**src/rtl/sha_pkg.sv**
```systemverilog
// Shared types and constants for the SHA-256 message hasher.
// Holds the channel payload structs, the controller/datapath command and status
// structs, the state encoding, the round constants and the initial hash values.
package sha_pkg;

    typedef struct packed {
        logic [7:0] data_byte;
        logic       has_byte;
        logic       msg_last;
    } sha_in_t;

    typedef struct packed {
        logic [31:0] digest_word;
        logic [2:0]  word_index;
        logic        digest_last;
    } sha_out_t;

    typedef enum logic [2:0] {
        S_IDLE,
        S_PAD80,
        S_PADZ,
        S_LEN,
        S_COMP,
        S_ADD,
        S_OUT
    } sha_state_t;

    typedef enum logic [1:0] {
        SEL_IN,
        SEL_80,
        SEL_ZERO,
        SEL_LEN
    } byte_sel_t;

    typedef struct packed {
        logic      shift_en;
        byte_sel_t byte_sel;
        logic      count_en;
        logic      comp_start;
        logic      round_en;
        logic [5:0] round;
        logic      hash_add;
        logic      hash_init;
        logic [2:0] word_sel;
    } sha_cmd_t;

    typedef struct packed {
        logic [5:0] byte_pos;
    } sha_status_t;

    localparam logic [5:0] LAST_BYTE_POS = 6'd63;
    localparam logic [5:0] LEN_START_POS = 6'd56;
    localparam logic [5:0] LAST_ROUND    = 6'd63;
    localparam logic [2:0] LAST_WORD     = 3'd7;
    localparam logic [7:0] PAD_MARK      = 8'h80;

    localparam logic [31:0] H_INIT [8] = '{
        32'h6a09e667, 32'hbb67ae85, 32'h3c6ef372, 32'ha54ff53a,
        32'h510e527f, 32'h9b05688c, 32'h1f83d9ab, 32'h5be0cd19
    };

    localparam logic [31:0] K_TABLE [64] = '{
        32'h428a2f98, 32'h71374491, 32'hb5c0fbcf, 32'he9b5dba5,
        32'h3956c25b, 32'h59f111f1, 32'h923f82a4, 32'hab1c5ed5,
        32'hd807aa98, 32'h12835b01, 32'h243185be, 32'h550c7dc3,
        32'h72be5d74, 32'h80deb1fe, 32'h9bdc06a7, 32'hc19bf174,
        32'he49b69c1, 32'hefbe4786, 32'h0fc19dc6, 32'h240ca1cc,
        32'h2de92c6f, 32'h4a7484aa, 32'h5cb0a9dc, 32'h76f988da,
        32'h983e5152, 32'ha831c66d, 32'hb00327c8, 32'hbf597fc7,
        32'hc6e00bf3, 32'hd5a79147, 32'h06ca6351, 32'h14292967,
        32'h27b70a85, 32'h2e1b2138, 32'h4d2c6dfc, 32'h53380d13,
        32'h650a7354, 32'h766a0abb, 32'h81c2c92e, 32'h92722c85,
        32'ha2bfe8a1, 32'ha81a664b, 32'hc24b8b70, 32'hc76c51a3,
        32'hd192e819, 32'hd6990624, 32'hf40e3585, 32'h106aa070,
        32'h19a4c116, 32'h1e376c08, 32'h2748774c, 32'h34b0bcb5,
        32'h391c0cb3, 32'h4ed8aa4a, 32'h5b9cca4f, 32'h682e6ff3,
        32'h748f82ee, 32'h78a5636f, 32'h84c87814, 32'h8cc70208,
        32'h90befffa, 32'ha4506ceb, 32'hbef9a3f7, 32'hc67178f2
    };

endpackage

```
**src/rtl/sha256_message_hasher.sv**
```systemverilog
// Top level of the SHA-256 message hasher.
// Depends on sha_pkg, sha_controller and sha_datapath.
//
// Usage:
//   s_ channel: one beat per message byte (data_byte, has_byte, msg_last).
//     A beat with has_byte low and msg_last high ends the message without a
//     byte, so an empty message is one such beat. has_byte low, msg_last low
//     is consumed and ignored.
//   m_ channel: eight beats per message, digest word 0 first, word_index
//     counting 0..7, digest_last on word 7.
// Intake: byte beats are accepted while the controller is idle; the beat that fills
//   a 64-byte block is followed by compression (64 rounds in the shared round
//   unit plus the chaining add), during which s_ready is low and no new byte is taken.
// Sequence: after the final beat, padding shifts one byte a cycle up to byte
//   63 of the block (plus one idle check at byte 56), then the block is compressed;
//   if fewer than nine bytes remained, an extra block is padded and compressed first.
//   The first digest beat is offered the cycle after the final chaining add.
// Stall: while digest beats wait, s_ready stays low and the words hold in
//   the chaining registers; after the last beat the block restarts from
//   the initial hash values. Reset (aresetn low, synchronous) clears the
//   controller, byte position and length and sets the chaining value to H_INIT at once.
module sha256_message_hasher import sha_pkg::*; (
    input  logic     aclk,
    input  logic     aresetn,
    input  logic     s_valid,
    output logic     s_ready,
    input  sha_in_t  s_payload,
    output logic     m_valid,
    input  logic     m_ready,
    output sha_out_t m_payload
);

    sha_cmd_t    cmd;
    sha_status_t status;
    logic [31:0] digest_word;

    sha_controller u_ctrl (
        .aclk        (aclk),
        .aresetn     (aresetn),
        .s_valid     (s_valid),
        .s_ready     (s_ready),
        .in_has_byte (s_payload.has_byte),
        .in_msg_last (s_payload.msg_last),
        .m_valid     (m_valid),
        .m_ready     (m_ready),
        .status      (status),
        .cmd         (cmd)
    );

    sha_datapath u_dp (
        .aclk        (aclk),
        .aresetn     (aresetn),
        .cmd         (cmd),
        .in_byte     (s_payload.data_byte),
        .status      (status),
        .digest_word (digest_word)
    );

    // Drive the result beat straight from the chaining registers.
    assign m_payload.digest_word = digest_word;
    assign m_payload.word_index  = cmd.word_sel;
    assign m_payload.digest_last = (cmd.word_sel == LAST_WORD);

endmodule

```
**src/rtl/sha_datapath.sv**
```systemverilog
// SHA-256 datapath: block shift register with message schedule taps,
// working variables, chaining value, byte position and message length.
// Depends on sha_pkg; driven by sha_controller through sha_cmd_t.
module sha_datapath import sha_pkg::*; (
    input  logic        aclk,
    input  logic        aresetn,
    input  sha_cmd_t    cmd,
    input  logic [7:0]  in_byte,
    output sha_status_t status,
    output logic [31:0] digest_word
);

    function automatic logic [31:0] rotr(input logic [31:0] x, input int n);
        rotr = (x >> n) | (x << (32 - n));
    endfunction

    logic [511:0] blk_reg;
    logic [31:0]  v_reg [8];
    logic [31:0]  h_reg [8];
    logic [5:0]   pos_reg;
    logic [60:0]  cnt_reg;

    logic [7:0]   byte_mux;
    logic [63:0]  len_bits;
    logic [2:0]   len_sel;
    logic [31:0]  w0, w1, w9, w14, w_new;
    logic [31:0]  t1, t2;
    logic [31:0]  sig0, sig1, bsig0, bsig1, ch, maj;

    // Message length in bits, sent big-endian at byte positions 56..63.
    assign len_bits = {cnt_reg, 3'b000};
    assign len_sel  = ~pos_reg[2:0];

    always_comb begin
        case (cmd.byte_sel)
            SEL_IN:   byte_mux = in_byte;
            SEL_80:   byte_mux = PAD_MARK;
            SEL_ZERO: byte_mux = 8'h00;
            SEL_LEN:  byte_mux = len_bits[{len_sel, 3'b000} +: 8];
            default:  byte_mux = 8'h00;
        endcase
    end

    // Schedule taps: word j of the window sits j words below the top of the shift line.
    assign w0  = blk_reg[511:480];
    assign w1  = blk_reg[479:448];
    assign w9  = blk_reg[223:192];
    assign w14 = blk_reg[63:32];

    assign sig0  = rotr(w1, 7) ^ rotr(w1, 18) ^ (w1 >> 3);
    assign sig1  = rotr(w14, 17) ^ rotr(w14, 19) ^ (w14 >> 10);
    assign w_new = sig1 + w9 + sig0 + w0;

    assign bsig1 = rotr(v_reg[4], 6) ^ rotr(v_reg[4], 11) ^ rotr(v_reg[4], 25);
    assign bsig0 = rotr(v_reg[0], 2) ^ rotr(v_reg[0], 13) ^ rotr(v_reg[0], 22);
    assign ch    = (v_reg[4] & v_reg[5]) ^ (~v_reg[4] & v_reg[6]);
    assign maj   = (v_reg[0] & v_reg[1]) ^ (v_reg[0] & v_reg[2]) ^ (v_reg[1] & v_reg[2]);
    assign t1    = v_reg[7] + bsig1 + ch + K_TABLE[cmd.round] + w0;
    assign t2    = bsig0 + maj;

    always_ff @(posedge aclk) begin
        if (cmd.shift_en) begin
            blk_reg <= {blk_reg[503:0], byte_mux};
        end else if (cmd.round_en) begin
            blk_reg <= {blk_reg[479:0], w_new};
        end
        if (cmd.comp_start) begin
            v_reg <= h_reg;
        end else if (cmd.round_en) begin
            v_reg[7] <= v_reg[6];
            v_reg[6] <= v_reg[5];
            v_reg[5] <= v_reg[4];
            v_reg[4] <= v_reg[3] + t1;
            v_reg[3] <= v_reg[2];
            v_reg[2] <= v_reg[1];
            v_reg[1] <= v_reg[0];
            v_reg[0] <= t1 + t2;
        end
    end

    always_ff @(posedge aclk) begin
        if (!aresetn) begin
            h_reg   <= H_INIT;
            pos_reg <= '0;
            cnt_reg <= '0;
        end else begin
            if (cmd.shift_en) begin
                pos_reg <= pos_reg + 6'd1;
            end
            if (cmd.hash_init) begin
                h_reg   <= H_INIT;
                cnt_reg <= '0;
            end else begin
                if (cmd.hash_add) begin
                    for (int i = 0; i < 8; i++) begin
                        h_reg[i] <= h_reg[i] + v_reg[i];
                    end
                end
                if (cmd.count_en) begin
                    cnt_reg <= cnt_reg + 61'd1;
                end
            end
        end
    end

    assign status.byte_pos = pos_reg;
    assign digest_word     = h_reg[cmd.word_sel];

endmodule

```
**src/rtl/sha_controller.sv**
```systemverilog
// SHA-256 controller: sequences byte intake, padding, the 64 rounds,
// the chaining add and the eight digest beats.
// Depends on sha_pkg; commands sha_datapath through sha_cmd_t.
module sha_controller import sha_pkg::*; (
    input  logic        aclk,
    input  logic        aresetn,
    input  logic        s_valid,
    output logic        s_ready,
    input  logic        in_has_byte,
    input  logic        in_msg_last,
    output logic        m_valid,
    input  logic        m_ready,
    input  sha_status_t status,
    output sha_cmd_t    cmd
);

    sha_state_t state_reg, state_next;
    sha_state_t ret_reg, ret_next;
    logic [5:0] round_reg, round_next;
    logic [2:0] widx_reg, widx_next;

    logic block_full;

    assign block_full = (status.byte_pos == LAST_BYTE_POS);

    always_ff @(posedge aclk) begin
        if (!aresetn) begin
            state_reg <= S_IDLE;
            ret_reg   <= S_IDLE;
            round_reg <= '0;
            widx_reg  <= '0;
        end else begin
            state_reg <= state_next;
            ret_reg   <= ret_next;
            round_reg <= round_next;
            widx_reg  <= widx_next;
        end
    end

    always_comb begin
        state_next     = state_reg;
        ret_next       = ret_reg;
        round_next     = round_reg;
        widx_next      = widx_reg;
        s_ready        = 1'b0;
        m_valid        = 1'b0;
        cmd            = '0;
        cmd.byte_sel   = SEL_IN;
        cmd.round      = round_reg;
        cmd.word_sel   = widx_reg;

        case (state_reg)
            S_IDLE: begin
                s_ready = 1'b1;
                if (s_valid) begin
                    cmd.shift_en = in_has_byte;
                    cmd.count_en = in_has_byte;
                    if (in_has_byte && block_full) begin
                        state_next     = S_COMP;
                        ret_next       = in_msg_last ? S_PAD80 : S_IDLE;
                        cmd.comp_start = 1'b1;
                        round_next     = '0;
                    end else if (in_msg_last) begin
                        state_next = S_PAD80;
                    end
                end
            end
            S_PAD80: begin
                cmd.shift_en = 1'b1;
                cmd.byte_sel = SEL_80;
                state_next   = S_PADZ;
                if (block_full) begin
                    state_next     = S_COMP;
                    ret_next       = S_PADZ;
                    cmd.comp_start = 1'b1;
                    round_next     = '0;
                end
            end
            S_PADZ: begin
                // Zero fill up to the length field, spilling into a new block if needed.
                if (status.byte_pos == LEN_START_POS) begin
                    state_next = S_LEN;
                end else begin
                    cmd.shift_en = 1'b1;
                    cmd.byte_sel = SEL_ZERO;
                    if (block_full) begin
                        state_next     = S_COMP;
                        ret_next       = S_PADZ;
                        cmd.comp_start = 1'b1;
                        round_next     = '0;
                    end
                end
            end
            S_LEN: begin
                cmd.shift_en = 1'b1;
                cmd.byte_sel = SEL_LEN;
                if (block_full) begin
                    state_next     = S_COMP;
                    ret_next       = S_OUT;
                    cmd.comp_start = 1'b1;
                    round_next     = '0;
                end
            end
            S_COMP: begin
                cmd.round_en = 1'b1;
                round_next   = round_reg + 6'd1;
                if (round_reg == LAST_ROUND) begin
                    state_next = S_ADD;
                end
            end
            S_ADD: begin
                cmd.hash_add = 1'b1;
                state_next   = ret_reg;
                widx_next    = '0;
            end
            S_OUT: begin
                m_valid = 1'b1;
                if (m_ready) begin
                    widx_next = widx_reg + 3'd1;
                    if (widx_reg == LAST_WORD) begin
                        cmd.hash_init = 1'b1;
                        state_next    = S_IDLE;
                    end
                end
            end
            default: begin
                state_next = S_IDLE;
            end
        endcase
    end

`ifndef SYNTHESIS
    a_no_overlap: assert property (@(posedge aclk) disable iff (!aresetn)
        !(s_ready && m_valid))
        else $error("input and result channels open at once");

    a_full_block: assert property (@(posedge aclk) disable iff (!aresetn)
        (state_reg == S_ADD) |-> (status.byte_pos == 6'd0))
        else $error("compression ran on a partial block");

    a_out_aligned: assert property (@(posedge aclk) disable iff (!aresetn)
        m_valid |-> (status.byte_pos == 6'd0))
        else $error("digest sent with bytes pending");

    a_reopen: assert property (@(posedge aclk) disable iff (!aresetn)
        (m_valid && m_ready && widx_reg == LAST_WORD) |=> s_ready)
        else $error("input not reopened after final digest beat");
`endif

endmodule
```
**config.mk**
```make
export PLATFORM = sky130hd
export DESIGN_NAME = sha256_message_hasher
export DESIGN_NICKNAME = d
export VERILOG_FILES = /design/src/rtl/sha_pkg.sv /design/src/rtl/sha256_message_hasher.sv /design/src/rtl/sha_datapath.sv /design/src/rtl/sha_controller.sv
export SDC_FILE = /design/constraint.sdc
export NUM_CORES = 2
export LEC_CHECK = 0
export ABC_AREA = 1
export BUFFER_PORTS_ARGS = -buffer_cell sky130_fd_sc_hd__buf_2
export CELL_PAD_IN_SITES_DETAIL_PLACEMENT = 0
export CELL_PAD_IN_SITES_GLOBAL_PLACEMENT = 1
export CORE_ASPECT_RATIO = 1.4
export CORE_MARGIN = 3
export CORE_UTILIZATION = 50
export DETAILED_ROUTE_END_ITERATION = 6
export PLACE_DENSITY = 0.83
export SLEW_MARGIN = 20
export SYNTH_ARGS = -nofsm -noshare
export SYNTH_HDL_FRONTEND = slang
export SYNTH_SLANG_ARGS = --single-unit
```
**constraint.sdc**
```tcl
create_clock -name aclk -period 31.3 [get_ports aclk]
set_clock_uncertainty 0.15 [all_clocks]
set_input_delay 3.13 -clock aclk [delete_from_list [all_inputs] [get_ports aclk]]
set_output_delay 3.13 -clock aclk [all_outputs]
set_load 0.02 [all_outputs]
```
After elaboration in Yosys (flattened, before gate mapping)
Memory sizes are Yosys's and may differ from the RTL's.
Index checks and enable logic that the tools add are counted.
{"block": "word_totals", "regBits": 1106, "rom_bits": 2048, "out_inout_bits": 38, "elab_cells": 166, "mem_count": 1}
{"memory": "(name not given)", "depth": 64, "word_bits": 32, "rd": 1, "rd_ports_with_merged_regs": 0, "wr": 0, "line": "sha_datapath.sv:58", "text": "assign t1 = v_reg[7] + bsig1 + ch + K_TABLE[cmd.round] + w0;"}
{"block": "classes", "add_sub_neg": 22, "order_cmp": 2, "eq_ne": 21, "n_shift": 1, "n_mux": 51, "bitwise": 31, "reduce_logical": 14}
{"op": "512-bit 2-to-1 mux", "count": 2}
{"op": "32-bit adder", "count": 18}
{"op": "256-bit 2-to-1 mux", "count": 2}
{"op": "32-bit XOR", "count": 9}
{"op": "32-bit bitwise AND", "count": 5}
{"op": "32-bit 2-to-1 mux", "count": 4}
{"op": "32-bit binary-select mux with 3-bit select", "count": 1}
{"op": "64-bit by 7-bit variable part select with 8-bit output", "count": 1}
{"op": "61-bit by 1-bit adder with 61-bit output, second input constant", "count": 1}
{"op": "3-bit 2-to-1 mux", "count": 16}
{"op": "32-bit NOT", "count": 1}
{"op": "10-bit by 32-bit OR with 32-bit output", "count": 1}
{"op": "13-bit by 32-bit OR with 32-bit output", "count": 1}
{"op": "14-bit by 32-bit OR with 32-bit output", "count": 1}
{"op": "15-bit by 32-bit OR with 32-bit output", "count": 1}
{"op": "19-bit by 32-bit OR with 32-bit output", "count": 1}
{"op": "21-bit by 32-bit OR with 32-bit output", "count": 1}
{"op": "25-bit by 32-bit OR with 32-bit output", "count": 1}
{"op": "26-bit by 32-bit OR with 32-bit output", "count": 1}
{"op": "30-bit by 32-bit OR with 32-bit output", "count": 1}
{"op": "7-bit by 32-bit OR with 32-bit output", "count": 1}
{"op": "8-bit case mux with 4 select lines", "count": 1}
{"op": "32-bit by 22-bit XOR with 32-bit output", "count": 1}
{"op": "32-bit by 29-bit XOR with 32-bit output", "count": 1}
{"op": "other kinds (35)", "count": 69}

Longest topological paths before layout
{"block": "depth", "depth_word": 10, "mapped_depth": 44, "depth_no_buf": 44}

Cells and area by module
Synthesis repeated with hierarchy kept, for this count alone.
{"block": "hier_totals", "hier_cells": 11120, "hier_area_um2": 81573.2}
{"mod": "sha_datapath", "instances": 1, "cells_each": 10950, "area_per_inst_um2": 80526.0, "seq_area_each_um2": 29528.3}
{"mod": "sha_controller", "instances": 1, "cells_each": 167, "area_per_inst_um2": 1033.5, "seq_area_each_um2": 300.3}
{"mod": "sha256_message_hasher", "instances": 1, "cells_each": 3, "area_per_inst_um2": 13.8, "seq_area_each_um2": 0.0}

Worst setup path after synthesis
Ideal clock, no wire load.
{"block": "synth_timing", "kind": "input port to flip-flop", "startpoint": "input s_valid", "endpoint": "register u_dp.blk_reg[0] (enable)", "setup_ps": 3627, "t_arrival_ps": 12216, "required_time_ps": 27523, "slack_ps": 15307, "cell_stages": 6, "n_path_buf": 2, "cell_sequence": "nand3_4 nand2_2 inv_2 buf_2 buf_1 nand2_1"}
{"block": "synth_between", "elab_chain_cells": 3}
{"element": "from (decl)", "line": "sha256_message_hasher.sv:25", "text": "input logic s_valid,"}
{"element": "1-bit 2-to-1 mux", "line": "sha_controller.sv:55", "text": "if (s_valid) begin"}
{"element": "1-bit case mux with 3 select lines", "line": "sha_controller.sv:52", "text": "case (state_reg)"}
{"element": "2-bit nonzero test (no source line)"}
{"element": "to (signal assigned)", "line": "sha_datapath.sv:63", "text": "blk_reg <= {blk_reg[503:0], byte_mux};"}
{"element": "to (signal assigned)", "line": "sha_datapath.sv:65", "text": "blk_reg <= {blk_reg[479:0], w_new};"}
{"element": "to (decl)", "line": "sha_datapath.sv:17", "text": "logic [511:0] blk_reg;"}
Every way passes these cells.
A chain may end at the register's enable or synchronous reset.

Final worst setup path
{"block": "layout_timing", "startpoint": "register u_ctrl.round_reg[3]", "endpoint": "register u_dp.v_reg[246] (netlist name), data pin"}
{"block": "layout_between", "elab_chain_cells": 9}
{"element": "from (decl)", "line": "sha_controller.sv:19", "text": "logic [5:0] round_reg, round_next;"}
{"element": "from (signal assigned)", "line": "sha_controller.sv:35", "text": "round_reg <= round_next;"}
{"element": "6-bit NOT with 7-bit output (implied by the code)", "line": "sha_datapath.sv:58"}
{"element": "memory 64 x 32 bit"}
{"element": "32-bit 2-to-1 mux (implied by the code) (2 in series)", "line": "sha_datapath.sv:58"}
{"element": "32-bit adder (2 in series)", "line": "sha_datapath.sv:58"}
{"element": "32-bit adder", "line": "sha_datapath.sv:77", "text": "v_reg[0] <= t1 + t2;"}
{"element": "256-bit 2-to-1 mux", "line": "sha_datapath.sv:69", "text": "end else if (cmd.round_en) begin"}
{"element": "256-bit 2-to-1 mux", "line": "sha_datapath.sv:67", "text": "if (cmd.comp_start) begin"}
{"element": "to (signal assigned)", "line": "sha_datapath.sv:68", "text": "v_reg <= h_reg;"}
{"element": "to (decl)", "line": "sha_datapath.sv:18", "text": "logic [31:0] v_reg [8];"}
Every way passes these cells. The select of a mux whose other input is x is not followed.

==> impl_metrics.ini <==
[timing]
setup_viol = 0
max_slew_margin_pct = 19.28
max_freq_ghz = 0.1028
fin_setup_tns_ns = 0
rsz0062_at_grt = false
fin_crit_ns = 9.729
tightest_slew_ns = 1.198
slew_violations = 0
finalCritPeriodShare_pct = 31.08
finalHoldViolations = 0

[critical_path]
cpPeakStageDelay_ns = 0.77
start_kind = register
crit_fanout = 49
critPathArrivalTime_ns = 10.07
required_ns = 31.64
cp-end-kind = register
cp_slowest_cell = nor4_1
worstSetupPathType = reg -> reg

[grt]
grtUsageTotal_pct = 39.15
grt.met1_usage_pct = 44.78
grt_pass1_vias = 73050
grt_overflow = 0
antenna_found_initial = 15
grt_max_degree = 199
grt_pass1_wl_mm = 483.2
grt_util_met3_pct = 7.385
top_usage_layer = met2
use_met2_pct = 64.31

[cells_and_area]
areaGrowthSynthToFinish_pct = 6.744
nets = 11100
n_fill_cell = 15510
drive_gt1_share_pct = 3.672
fin_util_pct = 53.94
largest_reg_flops = 512

[yosys]
synth_fa_ha_area_share_pct = 11.04
synth-edff-count = 768
async_flop_share_pct = 0
yosysUniqueCellTypes = 66
netlist_area_um2 = 80500
postSynthCellCount = 10720
synthMuxAreaShare_pct = 0
synth_compound_area_share_pct = 16.57
yosysWarnings = 0
synth-simple-area-share_pct = 22.29
synth-seq-cells = 1106
synth_area_per_cell_um2 = 7.511
syn_nets = 11320
synth_top_family_by_area = simple AND/OR/NAND/NOR gates
ys_seq_area_share_pct = 37.05
synthFlopType = edfxtp_1
synth_xor_xnor_area_share_pct = 4.504

[floorplan]
dieWidth_um = 345.1
rows = 173
initial_core_util_pct = 50.53
num_io_pins = 52
core_um2 = 159300
die_area_um2 = 165900
die_h_um = 480.8

[clock_tree]
root_buffer = clkbuf_16
cts_max_level = 3
worst_skew_pair.late_latency_ns = 0.82
cts_hold_buf = 0
clock_path_buffers = 3
clk_pin_slew_worst_paths_ns = 0.07
cts_buffers = 115
cts.repair.resized = 0
cts_num_sinks = 1106
cts_tree = done
post_cts_buffers = 0

[routing]
drc = 1
via_per_inst = 5.987
wl_mm = 335.2
drt_iter0_markers = 8754
num_vias = 76040
antenna_left = 0
avgRoutedWirePerCell_um = 26.39
drtPass1Iterations = 7

[place]
dp_hpwl_mm = 260.6
gp_congestion = 1.068
io_buffer_count = 51

[run_status]
violations = design-rule violations
status = finished with violations

[hold_path]
hp-class = reg -> reg

[run]
maxCapViolations = 0
==> cells in the mapped netlist, drive strengths merged, types with 15 or more instances <==
library cell / count / area share [%]
nand2: 2992 / 14
inv: 1309 / 6.1
o21ai: 1037 / 6.4
a21oi: 905 / 5.6
edfxtp: 768 / 29
nor2: 680 / 3.3
nand3: 405 / 2.5
ha: 396 / 6.2
dfxtp: 338 / 8.4
clkbuf: 283 / 1.3
xor2: 247 / 2.7
fa: 195 / 4.8
buf: 177 / 1.1
xnor2: 167 / 1.8
nor3: 120 / 0.77
o211ai: 110 / 1.0
nand4: 98 / 0.76
a31oi: 78 / 0.61
o21bai: 68 / 0.63
a21boi: 47 / 0.44
a21o: 43 / 0.40
or2: 41 / 0.32
nor4: 36 / 0.28
o221ai: 28 / 0.30
o21a: 27 / 0.25
nand3b: 15 / 0.16
==> worst max-delay path, delay by kind of cell (launching register included) <==
| kind | cells | cell delay (ns) |
|---|---|---|
| simple gates | 10 | 2.22 |
| flops | 1 | 0.32 |
| compound gates | 8 | 2.24 |
| xor+xnor | 1 | 0.49 |
| fa+ha+maj | 6 | 2.78 |
| buf+inv | 7 | 1.22 |
==> layout make-up <==
type,count,area [um2],area share [%]
multi-input combinational,7836,43840,51.02
sequential,1106,29840,34.72
inverter,1315,4970,5.784
clock buffer,162,3167,3.685
tap,2100,2628,3.058
timing repair buffer,116,788.3,0.9173
clock inverter,58,678.2,0.7892
antenna,8,20.02,0.02330
==> cells in the final DEF (no fill, tap or decap), types with 195 or more instances in the layout <==
cell type	netlist	final
dfxtp_1	338	335
nand2_1	2983	2981
nor2_1	665	665
a21oi_1	904	904
ha_1	396	396
o21ai_0	1014	1010
xor2_1	247	247
inv_1	1300	1298
nand3_1	403	403
fa_1	195	195
edfxtp_1	768	768
==> path summary, 6_finish.rpt <==
| path | start | endpoint | slack, ns | cells after the start |
|---|---|---|---|---|
| worst min register to register | u_dp.status[5] | u_dp.status[5] | 0.33 | 2 |
| worst max register to register | u_ctrl.round_reg[3] | u_dp.v_reg[246] | 21.57 | 32 |
| worst min-delay path | u_dp.status[5] | u_dp.status[5] | 0.33 | 2 |
| worst max-delay path | u_ctrl.round_reg[3] | u_dp.v_reg[246] | 21.57 | 32 |
==> per-stage QoR <==
| step | hold WS [ns] | worst slack, ns | cell area, um2 | cells |
|---|---|---|---|---|
| after floorplan | 0.2893 | 15.31 | 80500 | 10720 |
| final | 0.3268 | 21.57 | 85930 | 12700 |
| after global placement | 0.3038 | 21.81 | 82040 | 12470 |
| after detailed placement | 0.3226 | 21.84 | 82040 | 12470 |
| after CTS | 0.3327 | 21.81 | 85880 | 12690 |
| after global routing | 0.3500 | 21.18 | 85910 | 12690 |
==> cell families after synthesis <==
group / after synthesis
flip-flops: 1106
AND/OR/NAND/NOR: 4406
adder cells (fa/ha/maj): 594
buffers and inverters: 1775
AO/OA/AOI/OAI: 2422
XOR/XNOR: 414
==> metal layers <==
metal | share of wire, % | vias up | routed length [um]
met5 | 0.022 | - | 73
met4 | 9.5 | 10 | 31990
met3 | 8.3 | 1063 | 27680
met2 | 46 | 3603 | 154900
met1 | 36 | 36250 | 120500
li1 | - | 35120 | -
Power is not shown: default switching activity piles up to over one toggle a cycle in this logic, so the estimate is an artifact.
